[src/sv/tcrt_pkg.sv]
`timescale 1ns / 1ps
// ----------------------------------------------------------------------------
// tcrt_pkg
// Shared constants for the two-colour ratio temperature unit.
// ----------------------------------------------------------------------------
package tcrt_pkg;

  localparam logic [1:0] ST_OK      = 2'd0;
  localparam logic [1:0] ST_INVALID = 2'd1;
  localparam logic [1:0] ST_SAT     = 2'd2;

  localparam logic [31:0] LN2_Q32  = 32'd2977044472;
  localparam logic [23:0] TEMP_MAX = 24'hFFFFFF;

  localparam int unsigned LOG_STEPS = 32;
  localparam int unsigned DIV_STEPS = 52;

  // Register indexes on the configuration port
  localparam logic [0:0] REG_SLOPE_B = 1'd0;
  localparam logic [0:0] REG_CALIB_K = 1'd1;

endpackage

[src/sv/tcrt_front.sv]
`timescale 1ns / 1ps
// ----------------------------------------------------------------------------
// tcrt_front
// Screens the inputs, forms num and den and normalises both log mantissas.
// ----------------------------------------------------------------------------
module tcrt_front #(
  parameter int COUNT_WIDTH = 20
) (
  input  logic                   clk,
  input  logic                   adv,
  input  logic [COUNT_WIDTH-1:0] red,
  input  logic [COUNT_WIDTH-1:0] green,
  input  logic [31:0]            slope_b,
  input  logic [31:0]            calib_k,
  output logic [1:0]             st,
  output logic                   fin,
  output logic [5:0]             pn,
  output logic [5:0]             pd,
  output logic [31:0]            mn,
  output logic [31:0]            md,
  output logic [51:0]            num
);

  logic [63:0] nv, dv;
  logic [5:0]  pnv, pdv;
  logic        bad;

  function automatic logic [5:0] top_bit(input logic [63:0] x);
    logic [5:0] p;
    p = '0;
    for (int i = 0; i < 64; i++) begin
      if (x[i]) p = 6'(i);
    end
    return p;
  endfunction

  function automatic logic [31:0] norm(input logic [63:0] x, input logic [5:0] p);
    logic [31:0] m;
    if (p >= 6'd31) m = 32'(x >> (p - 6'd31));
    else m = 32'(x << (6'd31 - p));
    return m;
  endfunction

  always_comb begin
    nv  = 64'(red) << 16;
    dv  = 64'(green) * 64'(calib_k);
    pnv = top_bit(nv);
    pdv = top_bit(dv);
    bad = (red == '0) || (green == '0) || (calib_k == '0) || (nv <= dv);
  end

  // Register the normalised operands
  always_ff @(posedge clk) begin
    if (adv) begin
      st  <= bad ? tcrt_pkg::ST_INVALID : tcrt_pkg::ST_OK;
      fin <= bad;
      pn  <= pnv;
      pd  <= pdv;
      mn  <= norm(nv, pnv);
      md  <= norm(dv, pdv);
      num <= {slope_b, 20'd0};
    end
  end

endmodule
[config.mk]
export PLATFORM = sky130hd
export DESIGN_NAME = tcrt_front
export DESIGN_NICKNAME = d
export VERILOG_FILES = /design/src/sv/tcrt_pkg.sv /design/src/sv/tcrt_front.sv
export SDC_FILE = /design/constraint.sdc
export NUM_CORES = 2
export LEC_CHECK = 0
export BUFFER_PORTS_ARGS = -buffer_cell sky130_fd_sc_hd__buf_2
export CAP_MARGIN = 20
export CELL_PAD_IN_SITES_DETAIL_PLACEMENT = 1
export CELL_PAD_IN_SITES_GLOBAL_PLACEMENT = 1
export CORE_MARGIN = 2
export CORE_UTILIZATION = 35
export DETAILED_ROUTE_END_ITERATION = 8
export PLACE_DENSITY = 0.6
export SETUP_SLACK_MARGIN = 0.5
export SLEW_MARGIN = 5
export SYNTH_ARGS = -nofsm -noshare
export SYNTH_HDL_FRONTEND = slang
export SYNTH_SLANG_ARGS = --single-unit
[constraint.sdc]
create_clock -name clk -period 37.7 [get_ports clk]
set_clock_uncertainty 0.1 [all_clocks]
set_input_delay 7.54 -clock clk [delete_from_list [all_inputs] [get_ports clk]]
set_output_delay 7.54 -clock clk [all_outputs]
set_load 0.05 [all_outputs]
# Yosys cells after proc, flatten, opt, wreduce, memory -nomap -nowiden
# Index checks and enable logic that the tools add are counted.
# classes
addsub	4
n_mul	1
n_lt_le_gt_ge	3
shift	4
mux	74
reduce_logical	6
# ops
op	count
two-way mux 6 bit	68
two-way mux 32 bit	2
<= comparator 36 x 52 -> 1 bit	1
multiplier 20 x 32 -> 52 bit	1
left shift 52 x 6 -> 32 bit	1
>> shifter 52 x 6 -> 32 bit	1
zero test 20 bit	2
left shift 36 x 6 -> 32 bit	1
>> shifter 36 x 6 -> 32 bit	1
zero test 32 bit	1
>= comparator 6 x 5 -> 1 bit (second input constant)	2
subtractor 5 x 6 -> 6 bit (first input constant)	2
subtractor 6 x 5 -> 6 bit (second input constant)	2
two-way mux 5 bit	2
logical OR 1 bit	3
two-way mux 1 bit	2
# totals
ff_bits	111
in_bits	106
out_inout_bits	131

# Logic depth before layout (Yosys ltp)
# logic_depth
word_depth	55
ltp_mapped	44
depth_no_buf	37

# Least setup slack after synthesis
# Ideal clock, no wire load.
# synth_path
kind	input-to-reg
startpoint	in green[2]
endpoint	reg md[21] (data pin)
t_arrival_ns	17.291
slack_ns	20.037
cell_stages	39
n_path_buf	6
cell_sequence	clkbuf_1 and2_1 fa_1 inv_1 fa_1 inv_1 fa_1 inv_1 fa_1 fa_1 fa_1 inv_1 fa_1 ha_1 buf_4 a21o_1 a221o_1 a221o_1 [... 3 more ...] xnor2_1 or3_1 a211o_1 a22o_1 a21oi_4 inv_2 buf_6 buf_4 buf_2 ha_1 inv_1 xnor2_4 buf_6 mux2i_1 mux4_2 mux2i_1 nor2_1 or4b_1
# synth_between
elab_chain_cells	54
elab_cells_between_ends	57
# synth_lines
element	line_no	text
start: declaration	tcrt_front.sv:12	input logic [COUNT_WIDTH-1:0] green,
multiplier 20 x 32 -> 52 bit (*)	tcrt_front.sv:46	dv = 64'(green) * 64'(calib_k);
two-way mux 6 bit (49 in a row)	tcrt_front.sv:32	if (x[i]) p = 6'(i);
two-way mux 6 bit (*)	tcrt_front.sv:32	
net pdv[0]	tcrt_front.sv:25	logic [5:0] pnv, pdv;
subtractor 5 x 6 -> 6 bit or subtractor 6 x 5 -> 6 bit (tied branches)	tcrt_front.sv:40, tcrt_front.sv:39	
left shift 52 x 6 -> 32 bit or >> shifter 52 x 6 -> 32 bit (tied branches)	tcrt_front.sv:40, tcrt_front.sv:39	
two-way mux 32 bit (*)	tcrt_front.sv:39	if (p >= 6'd31) m = 32'(x >> (p - 6'd31));
end signal: assignment	tcrt_front.sv:60	md <= norm(dv, pdv);
end: declaration	tcrt_front.sv:20	output logic [31:0] md,
# The timed path passes the listed nets; every way through them passes the cells marked *.
# A chain may end at the register's enable or synchronous reset.

# Worst setup path after layout
# layout_path
startpoint	in green[7]
endpoint	reg md[21] (data pin)
# layout_between
elab_chain_cells	49
elab_cells_between_ends	52
# layout_lines
element	line_no
multiplier 20 x 32 -> 52 bit (*)	tcrt_front.sv:46
two-way mux 6 bit (45 in a row)	tcrt_front.sv:32
subtractor 5 x 6 -> 6 bit or subtractor 6 x 5 -> 6 bit (tied branches)	tcrt_front.sv:40, tcrt_front.sv:39
left shift 52 x 6 -> 32 bit or >> shifter 52 x 6 -> 32 bit (tied branches)	tcrt_front.sv:40, tcrt_front.sv:39
two-way mux 32 bit (*)	tcrt_front.sv:39
# Every way passes the cells marked *; elsewhere a longest branch is shown, timed or not.

==> out/qor.txt <==
Maximum clock path buffer count = 2
Total wire length = 116,000 um
#FFs+latches synth = 109
Slew at the pin with the worst max-slew slack = 0.967 ns
Gr usage total = 24.0%
# IOs = 237
Hold_sp = slope_b[31]
Crit. End Element = flop
Synth Area in Adders = 39.1%
Status = complete, no violations
Layout cells sized above 1 = 9.51%
Clock transition at path regs = 0.08 ns
GRT overflow = 0
Die Y-Extent = 312 um
Post-synthesis cell type count = 104
DP HPWL = 90,100 um
Highest clock rate = 51.8 MHz
Cell count after synthesis = 3,714
Final ANT Viol Nets = 0
CTS buffer count = 9
Synth Flop Type = edfxtp_1
Compound-gate portion of the synthesized area = 11.5%
Post-CTS Resized = 0
Multi-input combinational cell area = 0.0267 mm2
Count of final max-slew check failures = 0
Async SR Flop Fraction = 0%
Max stage delay on crit path = 0.66 ns
Starting Density = 35.2%
Sum Neg Setup Slack = 0 ns
Hold Crit Class = in -> reg
Initial antenna violation count = 1
Post-layout util = 37.6%
Sink Count = 109
Register area = 0.00327 mm2
Core area = 0.0946 mm2
Simple-gate share of the synthesized area = 19.6%
Clock Tree Root = clkbuf_16
First-pass GRT wire length = 181,000 um
Avg Cell Area, Syn = 8.96 um2
Post-synthesis cell area = 0.0333 mm2
Final nets = 4,597
Routability congestion estimate = 0.924
# setup viols final = 0
DRT iter0 DRCs = 1,655
CP Data Required Time = 37.73 ns
Vias in the first global route = 29,300
RSZ-0062 raised after global routing = no
Number of synthesized flops with an enable pin = 109
Synth Area in XOR/XNOR = 1.17%
WHS Path Cells = 1
Post-synthesis mux area share = 8.19%
Main combinational cell family by area after synthesis = adder cells
Core Rows = 113
Leading cell type in the layout, fill and taps excluded = inv_1
Crit path top cell by count = fa_1
Yosys warnings = 0
Via count = 27,200
Max-cap violations = 0
Per-cell routed wire length = 23.1 um
Number of vias per cell = 5.39
Sequential fraction of the synthesis area = 9.83%
Dpl ws = 17.50 ns
Fin crit period = 19.32 ns
Final setup margin = 18.38 ns
TritonCTS clock tree = done
Commonest cells after routing, fill and taps aside = inv_1, and2_1, fa_1
Die area = 0.0976 mm2
H-tree depth = 3
Max FO, Critical Path = 50
Drt drc = 0
Drt pass-1 iters = 7
Largest net degree at the start of global routing = 65
WHS Endpoint = num[51]
IO buf count = 215
Hold-fix buffers at CTS = 0
Fill cell count = 11,100
Syn-to-layout area delta = 6.92%
Post-CTS Setup Bufs = 0
CP Launch Type = primary input
CP Class = in -> reg
Hold violation count in the final report = 0
Slowest CP cell = buf_2
Final period util = 51.2%
Die X = 312 um
Critical Path AT = 19.35 ns
Rel. slew slack = 35.0%
[sequential cells by signal (all words and copies together) (netlist names)]
signal and flops:
pn 6, pd 6, num 32, md 32, fin 1, mn 32
[synth_stat cells, types with 11 or more instances]
| cell | number | area share [%] |
|---|---|---|
| nand3_1 | 45 | 0.68 |
| and2_1 | 596 | 11 |
| nor2_1 | 141 | 1.6 |
| mux2i_1 | 197 | 5.9 |
| a211o_1 | 14 | 0.37 |
| nor3_1 | 37 | 0.56 |
| inv_1 | 636 | 7.2 |
| o21a_1 | 18 | 0.41 |
| a21o_1 | 20 | 0.45 |
| mux4_2 | 21 | 1.4 |
| or2_2 | 12 | 0.23 |
| nand4_1 | 17 | 0.32 |
| buf_4 | 29 | 0.65 |
| o21ai_0 | 68 | 1.0 |
| a21oi_1 | 115 | 1.7 |
| and3_1 | 20 | 0.38 |
| xnor2_1 | 24 | 0.63 |
| o221ai_1 | 15 | 0.39 |
| mux2_2 | 25 | 0.85 |
| a22oi_1 | 13 | 0.29 |
| ha_1 | 184 | 6.9 |
| xor2_1 | 14 | 0.37 |
| buf_2 | 22 | 0.33 |
| nand2b_1 | 16 | 0.30 |
| o211ai_1 | 55 | 1.2 |
| o22ai_1 | 45 | 0.85 |
| nor4_1 | 33 | 0.62 |
| clkbuf_1 | 163 | 1.8 |
| fa_1 | 536 | 32 |
| a211oi_1 | 27 | 0.61 |
| nand2_1 | 212 | 2.4 |
| edfxtp_1 | 109 | 9.8 |
| a31oi_1 | 12 | 0.23 |
| nor2b_1 | 11 | 0.21 |
[area by class of cell]
type / instances / share of cell area (%)
antenna: 2 / 0.0141
inverter: 640 / 6.77
multi-input combinational: 2762 / 74.9
clock inverter: 6 / 0.127
tap: 1265 / 4.45
sequential: 109 / 9.20
timing repair buffer: 249 / 3.86
clock buffer: 10 / 0.643
[worst max path at each step]
stage,startpoint,to,slack [ns],depth (start not counted)
5_1_grt,green[3],md[21],17.76,36
3_3_place_gp,green[10],md[21],17.56,34
3_5_place_dp,green[9],md[21],17.50,34
6_report,green[7],md[21],18.38,34
4_1_cts,green[9],md[21],17.91,34
2_1_floorplan,green[2],md[21],20.04,39
[per-stage QoR]
| stage | cells | hold slack (ns) | cell area [um2] |
|---|---|---|---|
| after floorplan | 3743 | 7.54 | 33400 |
| after global placement | 5022 | 7.62 | 35300 |
| after detailed placement | 5023 | 7.62 | 35300 |
| after CTS | 5039 | 7.21 | 35500 |
| after global routing | 5041 | 7.21 | 35600 |
| final | 5043 | 7.23 | 35600 |
[kinds of logic (layout without fill, tap and decap cells)]
kind of cell / count (synthesis) / after routing
AND/OR/NAND/NOR: 1189 / 1189
buffers and inverters: 872 / 905
adder cells (fa/ha/maj): 720 / 720
AO/OA/AOI/OAI: 540 / 540
multiplexers: 243 / 243
flip-flops: 109 / 109
XOR/XNOR: 40 / 40
other: 1 / 32
[layer usage]
metal  GRT usage [%]  share of wire [%]  vias up  routed length [um]
met5               0                  0        -                   0
met4            5.23                2.0        0                2330
met3            1.57                4.3      108                4980
met2            40.8                 48      706               55800
met1            33.5                 46    14100               53200
li1                -                  -    12200                   -
[critical path, delay by kind of cell]
| kind | cells | cell delay, ns |
|---|---|---|
| fa+ha+maj | 9 | 4.16 |
| compound gates | 6 | 2.21 |
| buf+inv | 8 | 2.14 |
| simple gates | 7 | 1.90 |
| mux | 3 | 1.13 |
| xor+xnor | 1 | 0.16 |
Power is left out: the tool's default activity adds up to more than one toggle a clock period on the data nets, which glitch-free logic cannot reach.
