<file path="config.mk">
export PLATFORM = sky130hd
export DESIGN_NAME = tcrt_cell
export DESIGN_NICKNAME = d
export VERILOG_FILES = /design/src/sv/tcrt_pkg.sv /design/src/sv/tcrt_cell.sv
export SDC_FILE = /design/constraint.sdc
export NUM_CORES = 2
export LEC_CHECK = 0
export ABC_AREA = 0
export BUFFER_PORTS_ARGS = -buffer_cell sky130_fd_sc_hd__buf_2
export CAP_MARGIN = 20
export CORE_MARGIN = 4
export CORE_UTILIZATION = 61
export CTS_BUF_LIST = sky130_fd_sc_hd__clkbuf_4
export DETAILED_ROUTE_END_ITERATION = 12
export GPL_TIMING_DRIVEN = 0
export PLACE_DENSITY_LB_ADDON = 0.2
export SYNTH_ARGS = -nofsm -noshare
export SYNTH_HDL_FRONTEND = slang
export SYNTH_SLANG_ARGS = --single-unit
</file>
<file path="constraint.sdc">
create_clock -name clk -period 10.8 [get_ports clk]
set_input_delay 0.54 -clock clk [delete_from_list [all_inputs] [get_ports clk]]
set_output_delay 0.54 -clock clk [all_outputs]
set_load 0.02 [all_outputs]
</file>
<file path="src/sv/tcrt_pkg.sv">
`timescale 1ns / 1ps
// ----------------------------------------------------------------------------
// tcrt_pkg
// Shared constants for the two-colour ratio temperature unit.
// ----------------------------------------------------------------------------
package tcrt_pkg;

  localparam logic [1:0] ST_OK      = 2'd0;
  localparam logic [1:0] ST_INVALID = 2'd1;
  localparam logic [1:0] ST_SAT     = 2'd2;

  localparam logic [31:0] LN2_Q32  = 32'd2977044472;
  localparam logic [23:0] TEMP_MAX = 24'hFFFFFF;

  localparam int unsigned LOG_STEPS = 32;
  localparam int unsigned DIV_STEPS = 52;

  // Register indexes on the configuration port
  localparam logic [0:0] REG_SLOPE_B = 1'd0;
  localparam logic [0:0] REG_CALIB_K = 1'd1;

endpackage

</file>
<file path="src/sv/tcrt_cell.sv">
`timescale 1ns / 1ps
// ----------------------------------------------------------------------------
// tcrt_cell
// One step of the chain. The first LOG_STEPS cells square the two log
// mantissas (one fraction bit each), the ln cell scales by ln 2, and the
// remaining cells each produce one restoring-division quotient bit.
// ----------------------------------------------------------------------------
module tcrt_cell #(
  parameter int unsigned IDX = 0
) (
  input  logic        clk,
  input  logic        rst,
  input  logic        adv,
  input  logic        vin,
  input  logic [1:0]  st_in,
  input  logic        fin_in,
  input  logic [5:0]  pn_in,
  input  logic [5:0]  pd_in,
  input  logic [31:0] mn_in,
  input  logic [31:0] md_in,
  input  logic [31:0] fn_in,
  input  logic [31:0] fd_in,
  input  logic [51:0] num_in,
  input  logic [63:0] rem_in,
  input  logic [63:0] div_in,
  output logic        vout,
  output logic [1:0]  st_out,
  output logic        fin_out,
  output logic [5:0]  pn_out,
  output logic [5:0]  pd_out,
  output logic [31:0] mn_out,
  output logic [31:0] md_out,
  output logic [31:0] fn_out,
  output logic [31:0] fd_out,
  output logic [51:0] num_out,
  output logic [63:0] rem_out,
  output logic [63:0] div_out
);

  localparam int unsigned LN_IDX = tcrt_pkg::LOG_STEPS;

  logic [1:0]  st_next;
  logic        fin_next;
  logic [31:0] mn_next, md_next, fn_next, fd_next;
  logic [51:0] num_next;
  logic [63:0] rem_next, div_next;
  logic [63:0] sqn, sqd;
  logic [63:0] lnum, lden, dd, lnv;
  logic [63:0] ph, pl;
  logic [64:0] trial;

  always_comb begin
    st_next  = st_in;
    fin_next = fin_in;
    mn_next  = mn_in;
    md_next  = md_in;
    fn_next  = fn_in;
    fd_next  = fd_in;
    num_next = num_in;
    rem_next = rem_in;
    div_next = div_in;
    sqn = '0; sqd = '0; lnum = '0; lden = '0; dd = '0; lnv = '0;
    ph = '0; pl = '0; trial = '0;
    if (IDX < LN_IDX) begin
      // Square both mantissas and take the next fraction bit
      sqn = (64'(mn_in) * 64'(mn_in)) >> 31;
      sqd = (64'(md_in) * 64'(md_in)) >> 31;
      fn_next = {fn_in[30:0], sqn[32]};
      fd_next = {fd_in[30:0], sqd[32]};
      mn_next = sqn[32] ? sqn[32:1] : sqn[31:0];
      md_next = sqd[32] ? sqd[32:1] : sqd[31:0];
    end else if (IDX == LN_IDX) begin
      // Difference of logs, times ln 2, and set up the divider
      lnum = {26'd0, pn_in, fn_in};
      lden = {26'd0, pd_in, fd_in};
      dd   = lnum - lden;
      ph   = 64'(dd[63:32]) * 64'(tcrt_pkg::LN2_Q32);
      pl   = 64'(dd[31:0]) * 64'(tcrt_pkg::LN2_Q32);
      lnv  = ph + {32'd0, pl[63:32]};
      div_next = lnv;
      rem_next = '0;
      if (!fin_in && (lnum <= lden || lnv == 64'd0)) begin
        st_next  = tcrt_pkg::ST_SAT;
        fin_next = 1'b1;
      end
    end else begin
      // One restoring quotient bit, numerator shifted in msb first
      trial = {rem_in, num_in[51]};
      if (trial >= {1'b0, div_in}) begin
        rem_next = 64'(trial - {1'b0, div_in});
        num_next = {num_in[50:0], 1'b1};
      end else begin
        rem_next = trial[63:0];
        num_next = {num_in[50:0], 1'b0};
      end
    end
  end

  // Hold the stage; advance whenever the chain moves
  always_ff @(posedge clk) begin
    if (rst) begin
      vout <= 1'b0;
    end else if (adv) begin
      vout <= vin;
    end
    if (adv) begin
      st_out  <= st_next;
      fin_out <= fin_next;
      pn_out  <= pn_in;
      pd_out  <= pd_in;
      mn_out  <= mn_next;
      md_out  <= md_next;
      fn_out  <= fn_next;
      fd_out  <= fd_next;
      num_out <= num_next;
      rem_out <= rem_next;
      div_out <= div_next;
    end
  end

endmodule

</file>
* Word-level counts from Yosys, hierarchy flattened *
Index checks and enable logic that the tools add are counted.
Widths: inputs -> output; s select.

word-level totals
  flip-flop bits (word level) = 324
  word-level logic and storage cells = 18

operators by class
  multiplexer cells = 2
  multipliers = 2

operator list
  cell            count
  $mul 32x32->64  2
  $mux 31         2

* Depth between registers and ports, before layout *
  depth in word-level cells = 2
  mapped depth = 32
  gate-level depth less buffers = 28

* Worst setup path before layout *
OpenSTA, ideal clock, no wires.

  path kind = input -> register
  start point = input md_in[8]
  end point = register md_out[6] (data pin)
  setup time = 0.262 ns
  slack = 2.655 ns
  data arrival time = 7.883 ns
  stages on the path = 28
  cells stage by stage = clkbuf_1 -> clkbuf_1 -> nand2_1 -> inv_1 -> fa_1 -> fa_1 -> fa_1 -> inv_1 -> fa_1 -> inv_1 -> fa_1 -> fa_1 -> fa_1 -> inv_1 -> fa_1 -> inv_1 -> ha_1 -> a21o_1 -> o21bai_1 -> a211oi_1 -> o21ai_1 -> a2111oi_2 -> nor3_1 -> nand3b_4 -> mux2i_1 -> nand2_2 -> buf_6 -> mux2_1

on the way
  longest elaborated chain between the ends = 2

ends and longest elaborated chain
  item                    line              RTL
  start: declaration      tcrt_cell.sv:20   input logic [31:0] md_in,
  $mul 32x32->64          tcrt_cell.sv:67   sqd = (64'(md_in) * 64'(md_in)) >> 31;
  $mux 31                 tcrt_cell.sv:71   md_next = sqd[32] ? sqd[32:1] : sqd[31:0];
  net md_next[6]          tcrt_cell.sv:44   logic [31:0] mn_next, md_next, fn_next, fd_next;
  end signal: assignment  tcrt_cell.sv:112  md_out <= md_next;
  end: declaration        tcrt_cell.sv:32   output logic [31:0] md_out,

The timed path passes the listed nets, and every way through them passes these cells.
A chain may end at the register's enable or synchronous reset.

* Final worst setup path *
  start point = input md_in[14]
  end point = register md_out[29] (data pin)

Same word-level chain as after synthesis.

==> impl_metrics.csv <==
group,metric,value,unit
finish,n_fill_cell,8568,
clock_tree,clk_pin_slew,0.07,ns
grt,grt_pass1_wl,353000,um
clock_tree,cts_hold_buf,259,
critical_path,r2r_cells,3,
yosys,synth_area,68500,sq um
yosys,ys_ff_latch,324,
drt,firstDrtPassIters,7,
yosys,synthTopCellsByArea,"fa_1, edfxtp_1, ha_1",
critical_path,cp_max_fo,10,
yosys,synth_xor_area_share,2.03,%
place,hpwl,195000,um
drt,final_antenna_net_count,0,
critical_path,startpoint_type,"input pin",
yosys,syn_inst,6678,
worst_hold_path,hold_depth,1,
critical_path,worstPathArrival,11.10,ns
critical_path,crit_path_frequent_cell,"fa_1",
sta,finalCritPeriodShare,96.0,%
die,std_cell_rows,122,
finish,layout.nets,10191,
yosys,yosys_warnings,0,
sta,setup_violations,0,
drt,viasPerCell,5.68,
finish,syn_to_final_growth,13.3,%
sta,grt_setup_unrepaired,"false",
critical_path,rr_startpoint,"vout",
grt,grt-ovfl-total,0,
outcome,status,"finished clean",
finish,fin_cells,9268,
die,io_pins,651,
critical_path,cpPeakStageDelay,1.05,ns
worst_hold_path,min_to,"fn_out[13]",
yosys,synth_compound_area_share,4.36,%
place,post-place-cells,8813,
die,dieArea,118000,sq um
clock_tree,htree_levels,3,
yosys,synth_top_area_cell,"fa_1",
yosys,synth_top_family_by_area,"adder cells",
yosys,async_flop_share,0,%
worst_hold_path,hold_path.class,"in2reg",
yosys,synth_area_per_cell,10.3,sq um
die,core_area,111000,sq um
critical_path,rr_endpoint,"vout",
drt,wirelength,240000,um
grt,grt_usage,41.5,%
clock_tree,cts_buffers,86,
sta,max_freq,96.4,MHz
yosys,ys.flop_type,"edfxtp_1",
finish,layout_common_cells,"inv_1, fa_1, buf_2, ha_1, nand2_1",
drt,drt_iter0_drc,4944,
sta,timing.final.crit_period,10.37,ns
yosys,ys_seq_area_share,14.2,%
grt,grt_pass1_vias,57052,
critical_path,worstSetupPathType,"in2reg",
grt,grt_max_degree,133,
yosys,postSynthNetCount,9185,
clock_tree,post_cts_buffers,0,
critical_path,reg2reg_slack,9.63,ns
yosys,synthAdderAreaFrac,57.2,%
yosys,netlist.area_leader.share,46.2,%
job,drv_cap,0,
sta,relSlewSlack,10.2,%
yosys,synth_cell_types,83,
sta,hold_viol,0,
die,initial_core_util,61.6,%
finish,drive_gt1_share,11.3,%
clock_tree,insertion_delay,0.94,ns
drt,post_drt_wl_per_cell,25.9,um
finish,finish.utilization,69.9,%
finish,seq_area,9720,sq um
place,portBuffers,640,
clock_tree,ctsResizeCount,0,
grt,antenna_found_initial,47,
place,gp_congestion,1.03,
finish,multi_input_area,50500,sq um
drt,vias,52608,
worst_hold_path,hold_start,"adv",
yosys,synth-edff-count,323,
critical_path,crit_path_end_kind,"flip-flop",
critical_path,slowest_stage,"clkbuf_1",
clock_tree,numClockSinks,324,
finish,layout_commonest_cell,"inv_1",
yosys,synthMuxAreaShare,0.659,%
yosys,synthSimpleGateAreaFrac,9.54,%
critical_path,worst_ep_required_time,11.52,ns
sta,finClkSkew,0,ns
clock_tree,cts_tree,"done",
sta,slew_viol_final,0,
clock_tree,cts-root-buf,"clkbuf_4",
clock_tree,cts.path.max_buffers,3,
sta,tightest_slew,1.35,ns
die,die_w,343,um
drt,drc,0,
die,die_h,343,um
==> cell type report <==
cell class	count	share of cell area, %
multi-input combinational	4164	65.1
tap	1488	2.40
timing repair buffer	918	7.84
clock buffer	113	1.09
inverter	1957	9.46
sequential	324	12.5
clock inverter	36	0.321
buffer	233	1.18
antenna	35	0.113
==> cells in the mapped netlist (all sizes together) (14+ instances only) <==
master / n
nor2b: 25
a21o: 67
o21ai: 86
fa: 1582
xnor2: 70
nand4: 28
nand3: 23
buf: 20
and3: 17
ha: 598
inv: 1956
a31o: 25
a31oi: 21
xor2: 87
edfxtp: 323
mux2: 25
nand2b: 14
and2: 460
nor2: 132
o21bai: 25
clkbuf: 213
mux2i: 17
a21oi: 135
nand2: 583
==> worst max-delay path by stage <==
stage	from	endpoint	slack (ns)	depth (start not counted)
5_1_grt	md_in[14]	md_out[29]	0.54	30
4_1_cts	md_in[14]	md_out[29]	0.57	29
3_5_place_dp	md_in[14]	md_out[29]	-0.42	29
2_1_floorplan	md_in[8]	md_out[6]	2.66	28
6_report	md_in[14]	md_out[29]	0.43	29
3_3_place_gp	md_in[14]	md_out[29]	-0.35	29
==> kinds of logic (layout without fill, tap and decap cells) <==
logic type               count (synthesis)  count (layout)
flip-flops                             324             324
multiplexers                            42              42
AO/OA/AOI/OAI                          455             455
XOR/XNOR                               157             157
AND/OR/NAND/NOR                       1330            1330
adder cells (fa/ha/maj)               2180            2180
buffers and inverters                 2190            3257
other                                    0              35
==> through the flow <==
stage	TNS [ns]	area [sq um]	hold WS (ns)	setup slack [ns]
3_5_place_dp	-8.37	73700	0.530	-0.416
5_1_grt	0	77600	0.140	0.536
3_3_place_gp	-5.73	73600	0.524	-0.350
6_report	0	77600	0.105	0.428
4_1_cts	0	77400	0.107	0.572
2_1_floorplan	0	68500	0.579	2.66
==> flip-flops by register name (all words and copies together), names as in the netlist, 6 cells and up <==
register and flops:
rem_out 64, mn_out 32, pn_out 6, md_out 32, pd_out 6, div_out 64, fn_out 32, fd_out 32
num_out 52
==> layer usage <==
| layer | track usage (%) | wire [um] |
|---|---|---|
| met1 | 50.6 | 80900 |
| met2 | 62.0 | 105000 |
| met3 | 14.8 | 32300 |
| met4 | 28.9 | 21100 |
| met5 | 0 | 131 |
==> worst max-delay path, delay by kind of cell <==
kind / cells / cell delay [ns]
and+or+nand+nor: 4 / 0.91
buffers and inverters: 9 / 2.81
adders and majority gates: 9 / 4.46
AOI/OAI and AO/OA: 6 / 2.07
muxes: 1 / 0.28
Power is left out: the tool's default activity adds up to more than one toggle a clock period on the data nets, which glitch-free logic cannot reach.
